`config.mk`:
```
export PLATFORM = sky130hd
export DESIGN_NAME = elevator_stepper_floor_controller
export DESIGN_NICKNAME = d
export VERILOG_FILES = /design/src/rtl/esfc_pkg.sv /design/src/rtl/esfc_step.sv /design/src/rtl/esfc_skid.sv /design/src/rtl/elevator_stepper_floor_controller.sv
export SDC_FILE = /design/constraint.sdc
export NUM_CORES = 1
export LEC_CHECK = 0
export ABC_AREA = 1
export BUFFER_PORTS_ARGS = -buffer_cell sky130_fd_sc_hd__buf_4
export CAP_MARGIN = 20
export CORE_ASPECT_RATIO = 1.5
export CORE_MARGIN = 5
export CORE_UTILIZATION = 65
export DETAILED_ROUTE_END_ITERATION = 12
export PLACE_DENSITY = 0.86
export SYNTH_ARGS = -nofsm -noshare
export SYNTH_HDL_FRONTEND = slang
export SYNTH_SLANG_ARGS = --single-unit
```
`constraint.sdc`:
```
create_clock -name clk_i -period 11.34 [get_ports clk_i]
set_input_delay 0 -clock clk_i [delete_from_list [all_inputs] [get_ports clk_i]]
set_output_delay 0 -clock clk_i [all_outputs]
set_load 0.01 [all_outputs]
```
`src/rtl/esfc_pkg.sv`:
```
package esfc_pkg;

  localparam int ButtonW = 5;
  localparam int TargetW = 3;
  localparam int PhaseW = 3;
  localparam int PosW = 12;
  localparam int CoilW = 4;
  localparam int GoalW = 17;
  localparam int PosLimit = 4095;
  localparam int InDataW = 8;
  localparam int OutDataW = 24;

  localparam int DefNumFloors = 5;
  localparam int DefCyclesPerFloor = 720;

  localparam logic [PhaseW-1:0] PhaseLast = 3'd7;

  typedef enum logic [1:0] {
    DIR_IDLE = 2'd0,
    DIR_UP   = 2'd1,
    DIR_DOWN = 2'd2
  } dir_e;

  typedef struct packed {
    logic [TargetW-1:0] target;
    dir_e               dir;
    logic [PhaseW-1:0]  phase;
    logic [PosW-1:0]    pos;
    logic               near;
  } state_t;

  typedef struct packed {
    logic [CoilW-1:0]   coil;
    dir_e               dir;
    logic               at_floor;
    logic               near;
    logic [TargetW-1:0] goal;
    logic [PosW-1:0]    pos;
  } result_t;

  function automatic logic [CoilW-1:0] coil_pattern(logic [PhaseW-1:0] phase);
    logic [CoilW-1:0] pat;
    case (phase)
      3'd0: pat = 4'h1;
      3'd1: pat = 4'h3;
      3'd2: pat = 4'h2;
      3'd3: pat = 4'h6;
      3'd4: pat = 4'h4;
      3'd5: pat = 4'hC;
      3'd6: pat = 4'h8;
      3'd7: pat = 4'h9;
      default: pat = 4'h1;
    endcase
    return pat;
  endfunction

endpackage

```
`src/rtl/esfc_step.sv`:
```
module esfc_step #(
  parameter int NUM_FLOORS = esfc_pkg::DefNumFloors,
  parameter int CYCLES_PER_FLOOR = esfc_pkg::DefCyclesPerFloor
) (
  input  esfc_pkg::state_t                    state_i,
  input  logic [esfc_pkg::ButtonW-1:0]        presses_i,
  output esfc_pkg::state_t                    state_o,
  output esfc_pkg::result_t                   result_o
);

  localparam int TopRaw = (NUM_FLOORS - 1) * CYCLES_PER_FLOOR;
  localparam int TopPos = (TopRaw > esfc_pkg::PosLimit) ? esfc_pkg::PosLimit : TopRaw;
  localparam logic [esfc_pkg::PosW-1:0] TopPosC = esfc_pkg::PosW'(TopPos);
  localparam logic [esfc_pkg::GoalW-1:0] CpfC = esfc_pkg::GoalW'(CYCLES_PER_FLOOR);

  logic [esfc_pkg::GoalW-1:0]   goal_pos;
  logic [esfc_pkg::GoalW-1:0]   pos_ext;
  logic                         arrived;
  logic                         found;
  logic [esfc_pkg::TargetW-1:0] sel;
  esfc_pkg::state_t             nxt;

  assign goal_pos = esfc_pkg::GoalW'(state_i.target) * CpfC;
  assign pos_ext  = esfc_pkg::GoalW'(state_i.pos);

  always_comb begin
    found = 1'b0;
    sel   = '0;
    for (int i = 0; i < esfc_pkg::ButtonW; i++) begin
      if (!found && presses_i[i] && (i < NUM_FLOORS)) begin
        found = 1'b1;
        sel   = esfc_pkg::TargetW'(i);
      end
    end
  end

  always_comb begin
    nxt     = state_i;
    arrived = 1'b0;

    if (pos_ext == goal_pos) begin
      nxt.dir = esfc_pkg::DIR_IDLE;
      arrived = 1'b1;
    end else if ((pos_ext + 1'b1 == goal_pos) || (pos_ext == goal_pos + 1'b1)) begin
      nxt.near = 1'b1;
    end

    if (found) begin
      if (sel == state_i.target) begin
        nxt.dir = esfc_pkg::DIR_IDLE;
      end else begin
        nxt.dir    = (sel > state_i.target) ? esfc_pkg::DIR_UP : esfc_pkg::DIR_DOWN;
        nxt.target = sel;
      end
    end

    case (nxt.dir)
      esfc_pkg::DIR_UP: begin
        if (state_i.phase == esfc_pkg::PhaseLast) begin
          nxt.phase = '0;
          if (state_i.pos < TopPosC) begin
            nxt.pos = state_i.pos + 1'b1;
          end
        end else begin
          nxt.phase = state_i.phase + 1'b1;
        end
      end
      esfc_pkg::DIR_DOWN: begin
        if (state_i.phase == '0) begin
          nxt.phase = esfc_pkg::PhaseLast;
          if (state_i.pos != '0) begin
            nxt.pos = state_i.pos - 1'b1;
          end
        end else begin
          nxt.phase = state_i.phase - 1'b1;
        end
      end
      default: begin
      end
    endcase
  end

  assign state_o = nxt;

  always_comb begin
    result_o.coil     = esfc_pkg::coil_pattern(state_i.phase);
    result_o.dir      = nxt.dir;
    result_o.at_floor = arrived;
    result_o.near     = nxt.near;
    result_o.goal     = nxt.target;
    result_o.pos      = nxt.pos;
  end

endmodule

```
`src/rtl/esfc_skid.sv`:
```
module esfc_skid (
  input  logic              clk_i,
  input  logic              rst_ni,
  input  logic              push_i,
  input  esfc_pkg::result_t data_i,
  output logic              ready_o,
  output logic              valid_o,
  input  logic              pop_ready_i,
  output esfc_pkg::result_t data_o
);

  logic              main_valid_q, main_valid_d;
  logic              skid_valid_q, skid_valid_d;
  esfc_pkg::result_t main_q, main_d;
  esfc_pkg::result_t skid_q, skid_d;
  logic              pop;
  logic              main_free;

  assign pop       = main_valid_q && pop_ready_i;
  assign main_free = !main_valid_q || pop;

  always_comb begin
    main_valid_d = main_valid_q;
    main_d       = main_q;
    skid_valid_d = skid_valid_q;
    skid_d       = skid_q;
    if (main_free) begin
      if (skid_valid_q) begin
        main_valid_d = 1'b1;
        main_d       = skid_q;
        skid_valid_d = 1'b0;
      end else begin
        main_valid_d = push_i;
        main_d       = data_i;
      end
    end else if (push_i) begin
      skid_valid_d = 1'b1;
      skid_d       = data_i;
    end
  end

  always_ff @(posedge clk_i or negedge rst_ni) begin
    if (!rst_ni) begin
      main_valid_q <= 1'b0;
      skid_valid_q <= 1'b0;
    end else begin
      main_valid_q <= main_valid_d;
      skid_valid_q <= skid_valid_d;
    end
  end

  always_ff @(posedge clk_i) begin
    main_q <= main_d;
    skid_q <= skid_d;
  end

  assign ready_o = !skid_valid_q;
  assign valid_o = main_valid_q;
  assign data_o  = main_q;

endmodule

```
`src/rtl/elevator_stepper_floor_controller.sv`:
```
// Elevator stepper floor controller. Every input word is one motor tick carrying the floor
// button presses of that tick, and every tick yields exactly one output word with the coil
// pattern driven, the new direction, the arrival and sticky near flags, the target floor and
// the car position in full phase cycles. A tick is taken in every clock cycle while the
// output buffer has room: arrival check, button decode and phase advance are one
// combinational pass on the state registers, and the result goes into a two-entry output
// buffer, so the input side keeps accepting while one result waits.
module elevator_stepper_floor_controller #(
  parameter int NUM_FLOORS = esfc_pkg::DefNumFloors,
  parameter int CYCLES_PER_FLOOR = esfc_pkg::DefCyclesPerFloor
) (
  input  logic                          clk_i,
  input  logic                          rst_ni,
  input  logic                          s_axis_tvalid_i,
  output logic                          s_axis_tready_o,
  // Fields from bit 0: button_presses[4:0], zero fill.
  input  logic [esfc_pkg::InDataW-1:0]  s_axis_tdata_i,
  output logic                          m_axis_tvalid_o,
  input  logic                          m_axis_tready_i,
  // Fields from bit 0: coil_drive[3:0], move_dir[5:4], at_floor[6], near_flag[7],
  // goal_floor[10:8], car_position[22:11], zero fill.
  output logic [esfc_pkg::OutDataW-1:0] m_axis_tdata_o
);

  esfc_pkg::state_t  state_q, state_d;
  esfc_pkg::result_t step_res;
  esfc_pkg::result_t out_res;
  logic              accept;

  assign accept = s_axis_tvalid_i && s_axis_tready_o;

  esfc_step #(
    .NUM_FLOORS       (NUM_FLOORS),
    .CYCLES_PER_FLOOR (CYCLES_PER_FLOOR)
  ) u_step (
    .state_i   (state_q),
    .presses_i (s_axis_tdata_i[esfc_pkg::ButtonW-1:0]),
    .state_o   (state_d),
    .result_o  (step_res)
  );

  always_ff @(posedge clk_i or negedge rst_ni) begin
    if (!rst_ni) begin
      state_q <= '{target: '0, dir: esfc_pkg::DIR_IDLE, phase: '0, pos: '0, near: 1'b0};
    end else if (accept) begin
      state_q <= state_d;
    end
  end

  esfc_skid u_skid (
    .clk_i       (clk_i),
    .rst_ni      (rst_ni),
    .push_i      (accept),
    .data_i      (step_res),
    .ready_o     (s_axis_tready_o),
    .valid_o     (m_axis_tvalid_o),
    .pop_ready_i (m_axis_tready_i),
    .data_o      (out_res)
  );

  assign m_axis_tdata_o = {1'b0, out_res.pos, out_res.goal, out_res.near, out_res.at_floor,
                           out_res.dir, out_res.coil};

  near_sticky_a: assert property (@(posedge clk_i) disable iff (!rst_ni)
    state_q.near |=> state_q.near)
    else $error("near flag cleared outside reset");

  idle_holds_a: assert property (@(posedge clk_i) disable iff (!rst_ni)
    (accept && (state_d.dir == esfc_pkg::DIR_IDLE)) |=>
      ($stable(state_q.phase) && $stable(state_q.pos)))
    else $error("phase or position moved on an idle tick");

  no_stall_empty_a: assert property (@(posedge clk_i) disable iff (!rst_ni)
    !s_axis_tready_o |-> m_axis_tvalid_o)
    else $error("input stalled while no output word is pending");

endmodule
```
==> impl_metrics.ini, run 1 <==
[finish]
final_cell_mix = nand2_1 (157), inv_1 (77), edfxtp_1 (46), nand3_1 (41), buf_4 (35)
drive_above_1_share = 0.1015
diodes = 0
instances_no_fill = 657
area_growth_pct = 11.74
layout.cells.most_common = nand2_1
nets = 611

[global_route]
grt.met1_usage = 0.3051
grt_pass1_wl_um = 17260
first_global_vias = 3619
grt-ovfl-total = 0
grt_util_all_layers = 0.2610
grt_max_degree = 36
use_met3 = 0.04918
antenna_found_initial = 0
grt.busiest_layer = met2
global_route.usage.met2 = 0.4688

[die]
die_y_um = 109.4
placementRows = 36
io_pins = 38
die_area_mm2 = 0.008350
core_area_mm2 = 0.006441
die_w_um = 76.30
start_util = 0.6653

[routing]
ant_nets = 0
dr.pass1.iters = 5
drc = 0
wire_per_inst_um = 15.72
via_count = 3745
drt_iter0_markers = 285
wirelength_um = 10330
viasPerCell = 5.700

[critical_path]
crit_start = state_q[18]
worst-setup-path-type = flop to flop
required_ps = 11550
reg2reg_slack_ps = 6630
rr_startpoint = state_q[18]
rr_worst_depth = 15
startpoint_type = flop
critPathCaptureType = flop
cp_data_arrival_time_ps = 4920
r2r_end = state_q[13]
cp_max_fo = 13

[timing]
maxClockFrequency_ghz = 0.2125
holdWs_ps = 95.53
tightest_slew_ps = 825.5
tns_ps = 0
finClkSkew_ps = 8.514
fin_crit_ps = 4706
finalSetupViolations = 0
final.period_utilization = 0.4150
finalHoldViolations = 0
slew_headroom = 0.4476
finalMaxSlewViolations = 0
rsz0062_at_grt = false

[logic_synthesis]
synthTopCellsByArea = edfxtp_1 (32%), nand2_1 (14%), dfrtp_1 (13%)
ys_warn_count = 0
syn_area_mm2 = 0.004285
syn_avg_cell_area_um2 = 7.877
synthXorXnorAreaFrac = 0.01839
synth-compound-area-share = 0.1174
yosys.area_share.adder = 0.06891
synth_top_area_frac = 0.3223
synth-simple-area-share = 0.2458
synth_nets = 579
ys_types = 39
seq_area_frac_synth = 0.4566
yosys-mux-area-fraction = 0
yosysTopAreaCell = edfxtp_1
synth_seq_cells = 69
synth_top_family_by_area = simple AND/OR/NAND/NOR gates
syn_inst = 544

[pwr]
power_density_mw_per_mm2 = 271.5
power_leakage_nw = 2.216
combPwrFrac = 0.496
peakVddDrop_uv = 111.5
power_mw = 1.300
clkPwrFrac = 0.145
p_switching_mw = 0.5850
p_int_mw = 0.7148
swShare = 0.4501
seqPwrFrac = 0.359

[clock_network]
cts_tree = built
cts_resized = 0
root_buffer = clkbuf_8
cts.path.max_buffers = 2
clock_latency_ps = 340
cts_buffers = 9
cts_sinks = 69
h-tree-depth = 3
clk_pin_slew_ps = 70

[job]
drv_cap = 0

[place]
io_buffer_count = 33
dp.cells = 638
place_hpwl_um = 7596
place_congestion = 0.9430

[status]
outcome = complete, no violations

[min_path]
hold_class = input pin to async pin
[routing by layer]
| metal | wire (um) | part of all wire |
|---|---|---|
| met4 | 273 | 0.026 |
| met5 | 0 | 0 |
| met2 | 5452 | 0.53 |
| met3 | 541 | 0.052 |
| met1 | 4061 | 0.39 |
[how the worst max path moves through the flow]
stage,end,depth (start not counted),slack (ps)
5_1_grt,u_skid.data_o[9],16,6280
4_1_cts,state_q[13],15,6700
3_3_place_gp,state_q[13],15,6880
3_5_place_dp,state_q[13],15,6720
2_1_floorplan,u_skid.data_o[5],16,7580
6_report,state_q[13],15,6630
[flip-flops by register name, summed over array words and instances (netlist names)]
name                 cells
u_skid.data_o           23
u_skid.skid_valid_q      1
state_q                 21
u_skid.skid_q           23
u_skid.valid_o           1
[timing repair]
item,in CTS,in global routing
endpoints found under the hold margin,25,0
hold buffers,2,0
buffers inserted,0,0
[cell families after synthesis]
family	count (synthesis)
buf+inv	100
compound gates	90
flops	69
fa+ha+maj	23
xor+xnor	9
other cells	1
simple gates	252
[Yosys cell counts]
library cell    n
nor2_2          1
nand4_1         6
inv_1          77
o21ai_1        18
a21oi_2         1
a31oi_1         3
clkbuf_1       10
buf_6           1
nand2_2         1
clkinv_1        3
nor2_1         34
o22ai_1         8
edfxtp_1       46
nand2_1       157
nor2_4          1
conb_1          1
clkbuf_2        1
ha_1           22
nor3_2          1
and2_1          2
o31ai_1         1
a21oi_1        16
a21boi_0        1
nand3_2         1
a22oi_1         2
inv_2           3
buf_1           1
buf_2           2
xor2_1          6
o21ai_0        30
nand3_1        41
xnor2_1         3
fa_1            1
buf_4           2
nor3_1          6
nand3b_1        1
o21a_1          2
dfrtp_1        23
o211ai_1        8
[layout make-up]
cell class	instances	area (um^2)
inverter	83	311.5
clock inverter	1	3.754
fill	465	1653
timing repair buffer	38	297.8
sequential	69	1957
clock buffer	15	186.4
multi-input combinational	375	1937
tap	76	95.09
[critical path: stages, from the launching register on]
cell,delay (ps)
dfrtp_1,490
ha_1,340
ha_1,160
inv_1,60
fa_1,530
xor2_1,260
nand4_1,140
a21oi_1,190
nand4_1,270
nand3_1,170
o21ai_1,170
ha_1,470
nor2_1,690
inv_1,310
a31oi_1,220
a22oi_1,90
[through the flow]
step                      cell area [um^2]  utilization  setup WS (ps)
after CTS                             4773       0.7411           6696
after floorplan                       4285            -           7579
after global routing                  4788       0.7434           6278
after detailed placement              4563       0.7084           6719
final                                 4788       0.7434           6634
after global placement                4563       0.7084           6877
[power groups by stage]
stage | combinational, mW | clock [mW] | sequential, mW
2_1_floorplan | 0.450 | 0 | 0.451
3_3_place_gp | 0.595 | 0 | 0.463
3_5_place_dp | 0.629 | 0 | 0.469
4_1_cts | 0.636 | 0.188 | 0.466
5_1_grt | 0.729 | 0.201 | 0.479
6_report | 0.645 | 0.188 | 0.467
Power figures use the tool's default switching activity.
==> inputs of run 2 (changes only) <==
--- a/config.mk
+++ b/config.mk
@@ -5,14 +5,14 @@
 export SDC_FILE = /design/constraint.sdc
 export NUM_CORES = 1
 export LEC_CHECK = 0
-export ABC_AREA = 1
+export ABC_AREA = 0
 export BUFFER_PORTS_ARGS = -buffer_cell sky130_fd_sc_hd__buf_4
 export CAP_MARGIN = 20
 export CORE_ASPECT_RATIO = 1.5
 export CORE_MARGIN = 5
-export CORE_UTILIZATION = 65
+export CORE_UTILIZATION = 60
 export DETAILED_ROUTE_END_ITERATION = 12
-export PLACE_DENSITY = 0.86
+export PLACE_DENSITY = 0.8
 export SYNTH_ARGS = -nofsm -noshare
 export SYNTH_HDL_FRONTEND = slang
 export SYNTH_SLANG_ARGS = --single-unit
==> constraint.sdc (replaced) <==
create_clock -name clk_i -period 4.5 [get_ports clk_i]
set_input_delay 0 -clock clk_i [delete_from_list [all_inputs] [get_ports clk_i]]
set_output_delay 0 -clock clk_i [all_outputs]
set_load 0.01 [all_outputs]
==> impl_metrics.ini, run 2 <==
[logic_synthesis]
ys_types = 65
synth_seq_cells = 69
syn_inst = 461
synthTopCellsByArea = edfxtp_1 (31%), dfrtp_1 (13%), ha_1 (6.1%)
yosysTopAreaCell = edfxtp_1
ys_warn_count = 0
synth_top_area_frac = 0.3079
synthMostInstantiatedCell = edfxtp_1
syn_area_mm2 = 0.004487
synthTopCellsByCount = edfxtp_1 (46), nor2_1 (40), nand2_1 (36)
syn_avg_cell_area_um2 = 9.733
synthFlopType = edfxtp_1
async_reset_ff_frac = 0.3333
synth_nets = 496
synth_edf_count = 46
seq_area_frac_synth = 0.4361

[pwr]
power_density_mw_per_mm2 = 667.5
peakVddDrop_uv = 467.9
power_mw = 3.515
power_leakage_nw = 2.168

[timing]
tightest_slew_ps = 935.8
finalHoldViolations = 0
rsz0062_at_grt = false
tns_ps = 0
slew_headroom = 0.3755
final.period_utilization = 0.9565
finalMaxSlewViolations = 0
fin_crit_ps = 4304
post-route-worst-setup-slack_ps = 195.6
finalSetupViolations = 0
finClkSkew_ps = 11.17
maxClockFrequency_ghz = 0.2323

[finish]
diodes = 0
area_growth_pct = 17.37
n_fill_cell = 564
layout.cells.most_common = buf_4
nets = 547
final_core_util = 0.7239
seqCellArea_mm2 = 0.001957
drive_above_1_share = 0.2302
final_cell_mix = buf_4 (71), edfxtp_1 (46), nor2_1 (39), nand2_1 (35), o21ai_0 (32)
multi_input_area_mm2 = 0.002344

[clock_network]
cts_tree = built
cts_buffers = 9
clock_latency_ps = 360
cts.path.max_buffers = 2
cts_sinks = 69
root_buffer = clkbuf_8
h-tree-depth = 3
clk_pin_slew_ps = 80

[die]
placementRows = 38
core_area_mm2 = 0.007274
start_util = 0.6168
die_w_um = 80.61
die_area_mm2 = 0.009343
io_pins = 38
die_y_um = 115.9

[global_route]
grt_util_all_layers = 0.2753
antenna_found_initial = 0
first_global_vias = 3784
grt_pass1_wl_um = 19180
grt-ovfl-total = 0
grt_max_degree = 27

[routing]
via_count = 3804
viasPerCell = 6.165
wirelength_um = 11930
ant_nets = 0
drc = 0
wire_per_inst_um = 19.33
drt_iter0_markers = 269
dr.pass1.iters = 5

[place]
place_congestion = 1.004
place_hpwl_um = 8733
io_buffer_count = 33
pre_cts_ws_ps = -119.9

[critical_path]
reg2reg_slack_ps = 200
cp_max_fo = 7
cp_data_arrival_time_ps = 4420
rr_worst_depth = 15
required_ps = 4620
crit_path_top_delay_cell = or4_4
critPathCaptureType = flop
worst_path_largest_cell_delay_ps = 480
crit_chain = ha_1, ha_1, inv_1, fa_1, xnor2_1, nor4_1, nand3_1, or4_4, a32o_2, ha_4, buf_4, nor2_1, mux2i_1, o221ai_1, mux2_2
worst_path_most_repeated_cell = ha_1
r2r_end = u_skid.data_o[0]
startpoint_type = flop
worst-setup-path-type = flop to flop
rr_startpoint = state_q[18]

[status]
outcome = complete, no violations

[job]
drv_cap = 0

[min_path]
hold_class = input pin to async pin
## run 2: report_power, final
group | internal (mW) | total, mW | switching [mW]
logic | 0.860 | 1.92 | 1.06
registers | 0.923 | 1.09 | 0.163
clock network | 0.257 | 0.511 | 0.254
## run 2: cell families after synthesis
logic type / share of synthesized area
and+or+nand+nor: 0.1656
AOI/OAI and AO/OA: 0.1721
DFF: 0.4361
buffers and inverters: 0.04908
muxes: 0.06832
adders and majority gates: 0.06581
xor gates and xnor gates: 0.04211
other: 0.0008358
## run 2: repair_timing
action | in CTS | in global routing
hold buffers | 2 | 0
pin swaps | 1 | 5
setup endpoints to repair | 11 | 19
gates resized for setup | 3 | 3
endpoints found under the hold margin | 25 | 0
setup buffers | 1 | 2
## run 2: how the worst max path moves through the flow
| stage | from | to | slack (ps) |
|---|---|---|---|
| final | state_q[18] | u_skid.data_o[0] | 200 |
| after global routing | state_q[18] | u_skid.data_o[6] | 10 |
| after CTS | state_q[18] | u_skid.data_o[6] | 50 |
| after detailed placement | state_q[18] | u_skid.data_o[8] | -120 |
| after global placement | state_q[18] | u_skid.data_o[0] | 30 |
| after floorplan | state_q[18] | u_skid.data_o[6] | 70 |
## run 2: metal layers
layer	part of all wire	global-route usage
met5	0	0
met4	0.034	0.1499
met3	0.057	0.03577
met2	0.51	0.4679
met1	0.40	0.3364
## run 2: layout make-up
| class | count | area share |
|---|---|---|
| clock buffer | 9 | 0.02352 |
| clock inverter | 7 | 0.01402 |
| inverter | 24 | 0.01711 |
| multi-input combinational | 335 | 0.4450 |
| sequential | 69 | 0.3716 |
| tap | 100 | 0.02376 |
| timing repair buffer | 73 | 0.1050 |
## run 2: worst max-delay path: cells and delay by family, from the launching register on
kind	cells	cell delay, ps
compound gates	2	570
xor+xnor	1	170
fa+ha+maj	4	1270
buf+inv	2	220
flops	1	420
mux	2	480
simple gates	4	940
## run 2: through the flow
stage / hold slack, ps / instance area [um^2] / cells
after detailed placement: -64.75 / 4995 / 596
final: 85.56 / 5266 / 617
after global routing: 106.0 / 5266 / 617
after CTS: 89.51 / 5229 / 615
after floorplan: -295.6 / 4487 / 461
after global placement: -67.28 / 4995 / 596
==> inputs of run 3 (changes only) <==
--- a/config.mk
+++ b/config.mk
@@ -5,7 +5,7 @@
 export SDC_FILE = /design/constraint.sdc
 export NUM_CORES = 1
 export LEC_CHECK = 0
-export ABC_AREA = 0
+export ABC_AREA = 1
 export BUFFER_PORTS_ARGS = -buffer_cell sky130_fd_sc_hd__buf_4
 export CAP_MARGIN = 20
 export CORE_ASPECT_RATIO = 1.5
==> impl_metrics.ini, run 3 (same netlist as run 1, synthesis figures left out) <==
[status]
outcome = complete, no violations

[critical_path]
rr_startpoint = state_q[18]
cp_max_fo = 11
crit_path_top_delay_cell = fa_1
worst_path_largest_cell_delay_ps = 510
rr_worst_depth = 18
reg2reg_slack_ps = 420
required_ps = 4710
critPathCaptureType = flop
crit_chain = ha_1, ha_1, inv_1, fa_1, xor2_1, nand4_1, a21oi_1, nand4_1, nand3_1, nand2_1, inv_1, ha_1, o21ai_0, inv_1, a31oi_1, o21ai_1, o211ai_1, nand2_1
startpoint_type = flop
cp_data_arrival_time_ps = 4290
worst-setup-path-type = flop to flop
r2r_end = u_skid.data_o[10]

[timing]
rsz0062_at_grt = false
finClkSkew_ps = 9.411
post-route-worst-setup-slack_ps = 415.9
final.period_utilization = 0.9076
holdWs_ps = 97.51
finalSetupViolations = 0
fin_crit_ps = 4084
finalHoldViolations = 0
finalMaxSlewViolations = 0
slew_headroom = 0.5622
tns_ps = 0
tightest_slew_ps = 655.1
maxClockFrequency_ghz = 0.2449

[routing]
drt_iter0_markers = 210
dr.pass1.iters = 4
wire_per_inst_um = 14.33
wirelength_um = 9504
via_count = 3670
viasPerCell = 5.535
ant_nets = 0
drc = 0

[clock_network]
h-tree-depth = 3
cts_sinks = 69
cts.path.max_buffers = 2
clock_latency_ps = 340
root_buffer = clkbuf_8
cts_tree = built
clk_pin_slew_ps = 70
cts_buffers = 9
post_cts_buffers = 0

[finish]
layout.cells.most_common = nand2_1
final_cell_mix = nand2_1 (157), inv_1 (77), edfxtp_1 (46), nand3_1 (41), buf_4 (40)
diodes = 0
nets = 615
multi_input_area_mm2 = 0.001937
n_fill_cell = 564
drive_above_1_share = 0.1111
area_growth_pct = 12.70
seqCellArea_mm2 = 0.001957

[die]
die_w_um = 79.01
die_y_um = 113.5
io_pins = 38
core_area_mm2 = 0.006898
die_area_mm2 = 0.008967
start_util = 0.6213
placementRows = 37

[global_route]
grt_pass1_wl_um = 16130
first_global_vias = 3501
grt_max_degree = 36
antenna_found_initial = 0
grt-ovfl-total = 0
grt_util_all_layers = 0.2254

[place]
place_hpwl_um = 7267
place_congestion = 0.9645
pre_cts_ws_ps = 478.1
io_buffer_count = 33

[pwr]
power_leakage_nw = 2.240
clkPwrFrac = 0.152
swShare = 0.4350
combPwrFrac = 0.491
p_int_mw = 1.847
peakVddDrop_uv = 267.9
p_switching_mw = 1.422
power_density_mw_per_mm2 = 676.9
seqPwrFrac = 0.356
power_mw = 3.269

[min_path]
whs_path_depth = 5
hold_class = input pin to flop
hold_path_end = state_q[20]
hp-start = s_axis_tdata_i[4]

[job]
drv_cap = 0
[run 3: changes by cell type in the layout (fill, tap and decap cells not counted), sizes merged, moves of 8 or more]
cell,delta
buf,-31
inv,+58
mux2,-18
mux2i,-10
nand2,+122
nand3,+29
nor4,-8
o21ai,+15
or3,-8
xnor2,-8
[run 3: timing repair]
item | CTS | global route
resized for setup | 0 | 0
hold endpoints to repair | 25 | 0
hold buffers | 2 | 0
[run 3: power groups by stage]
stage                     combinational (mW)  clock [mW]  sequential [mW]
final                                   1.61       0.498             1.16
after global routing                    1.84       0.536             1.19
after CTS                               1.60       0.507             1.16
after detailed placement                1.59           0             1.17
after global placement                  1.53           0             1.16
after floorplan                         1.14           0             1.14
[run 3: per-layer routing]
metal,share of wire,GRT usage,up-vias
met2,0.50,0.3915,113
met3,0.049,0.02923,18
met4,0.026,0.09748,0
li1,-,-,1855
met1,0.43,0.2788,1684
met5,0,0,-
[run 3: through the flow]
step                  util  cells  cell area (um^2)
CTS                 0.7002    663              4830
floorplan                -    544              4285
detailed placement  0.6673    645              4603
finish              0.7002    663              4830
global route        0.7002    663              4830
global placement    0.6673    645              4603
[run 3: how the worst max path moves through the flow]
stage | from | depth (start not counted) | slack [ps] | end
2_1_floorplan | state_q[19] | 16 | 740 | u_skid.data_o[5]
3_3_place_gp | state_q[19] | 18 | 570 | u_skid.data_o[10]
3_5_place_dp | state_q[19] | 18 | 480 | u_skid.data_o[10]
4_1_cts | state_q[19] | 18 | 430 | u_skid.data_o[10]
5_1_grt | state_q[18] | 23 | 120 | u_skid.data_o[11]
6_report | state_q[18] | 18 | 420 | u_skid.data_o[10]
[run 3: critical path: cells and delay by family, from the launching register on]
family	cells	cell delay, ps
AOI/OAI and AO/OA	5	810
xor gates and xnor gates	1	250
adders and majority gates	4	1420
buffers and inverters	3	300
DFF	1	470
and+or+nand+nor	5	690
[run 3: final cells by class]
type | count | share of cell area
clock inverter | 2 | 0.002591
inverter | 83 | 0.06451
tap | 78 | 0.02021
timing repair buffer | 42 | 0.06632
sequential | 69 | 0.4052
clock buffer | 14 | 0.04016
multi-input combinational | 375 | 0.4010
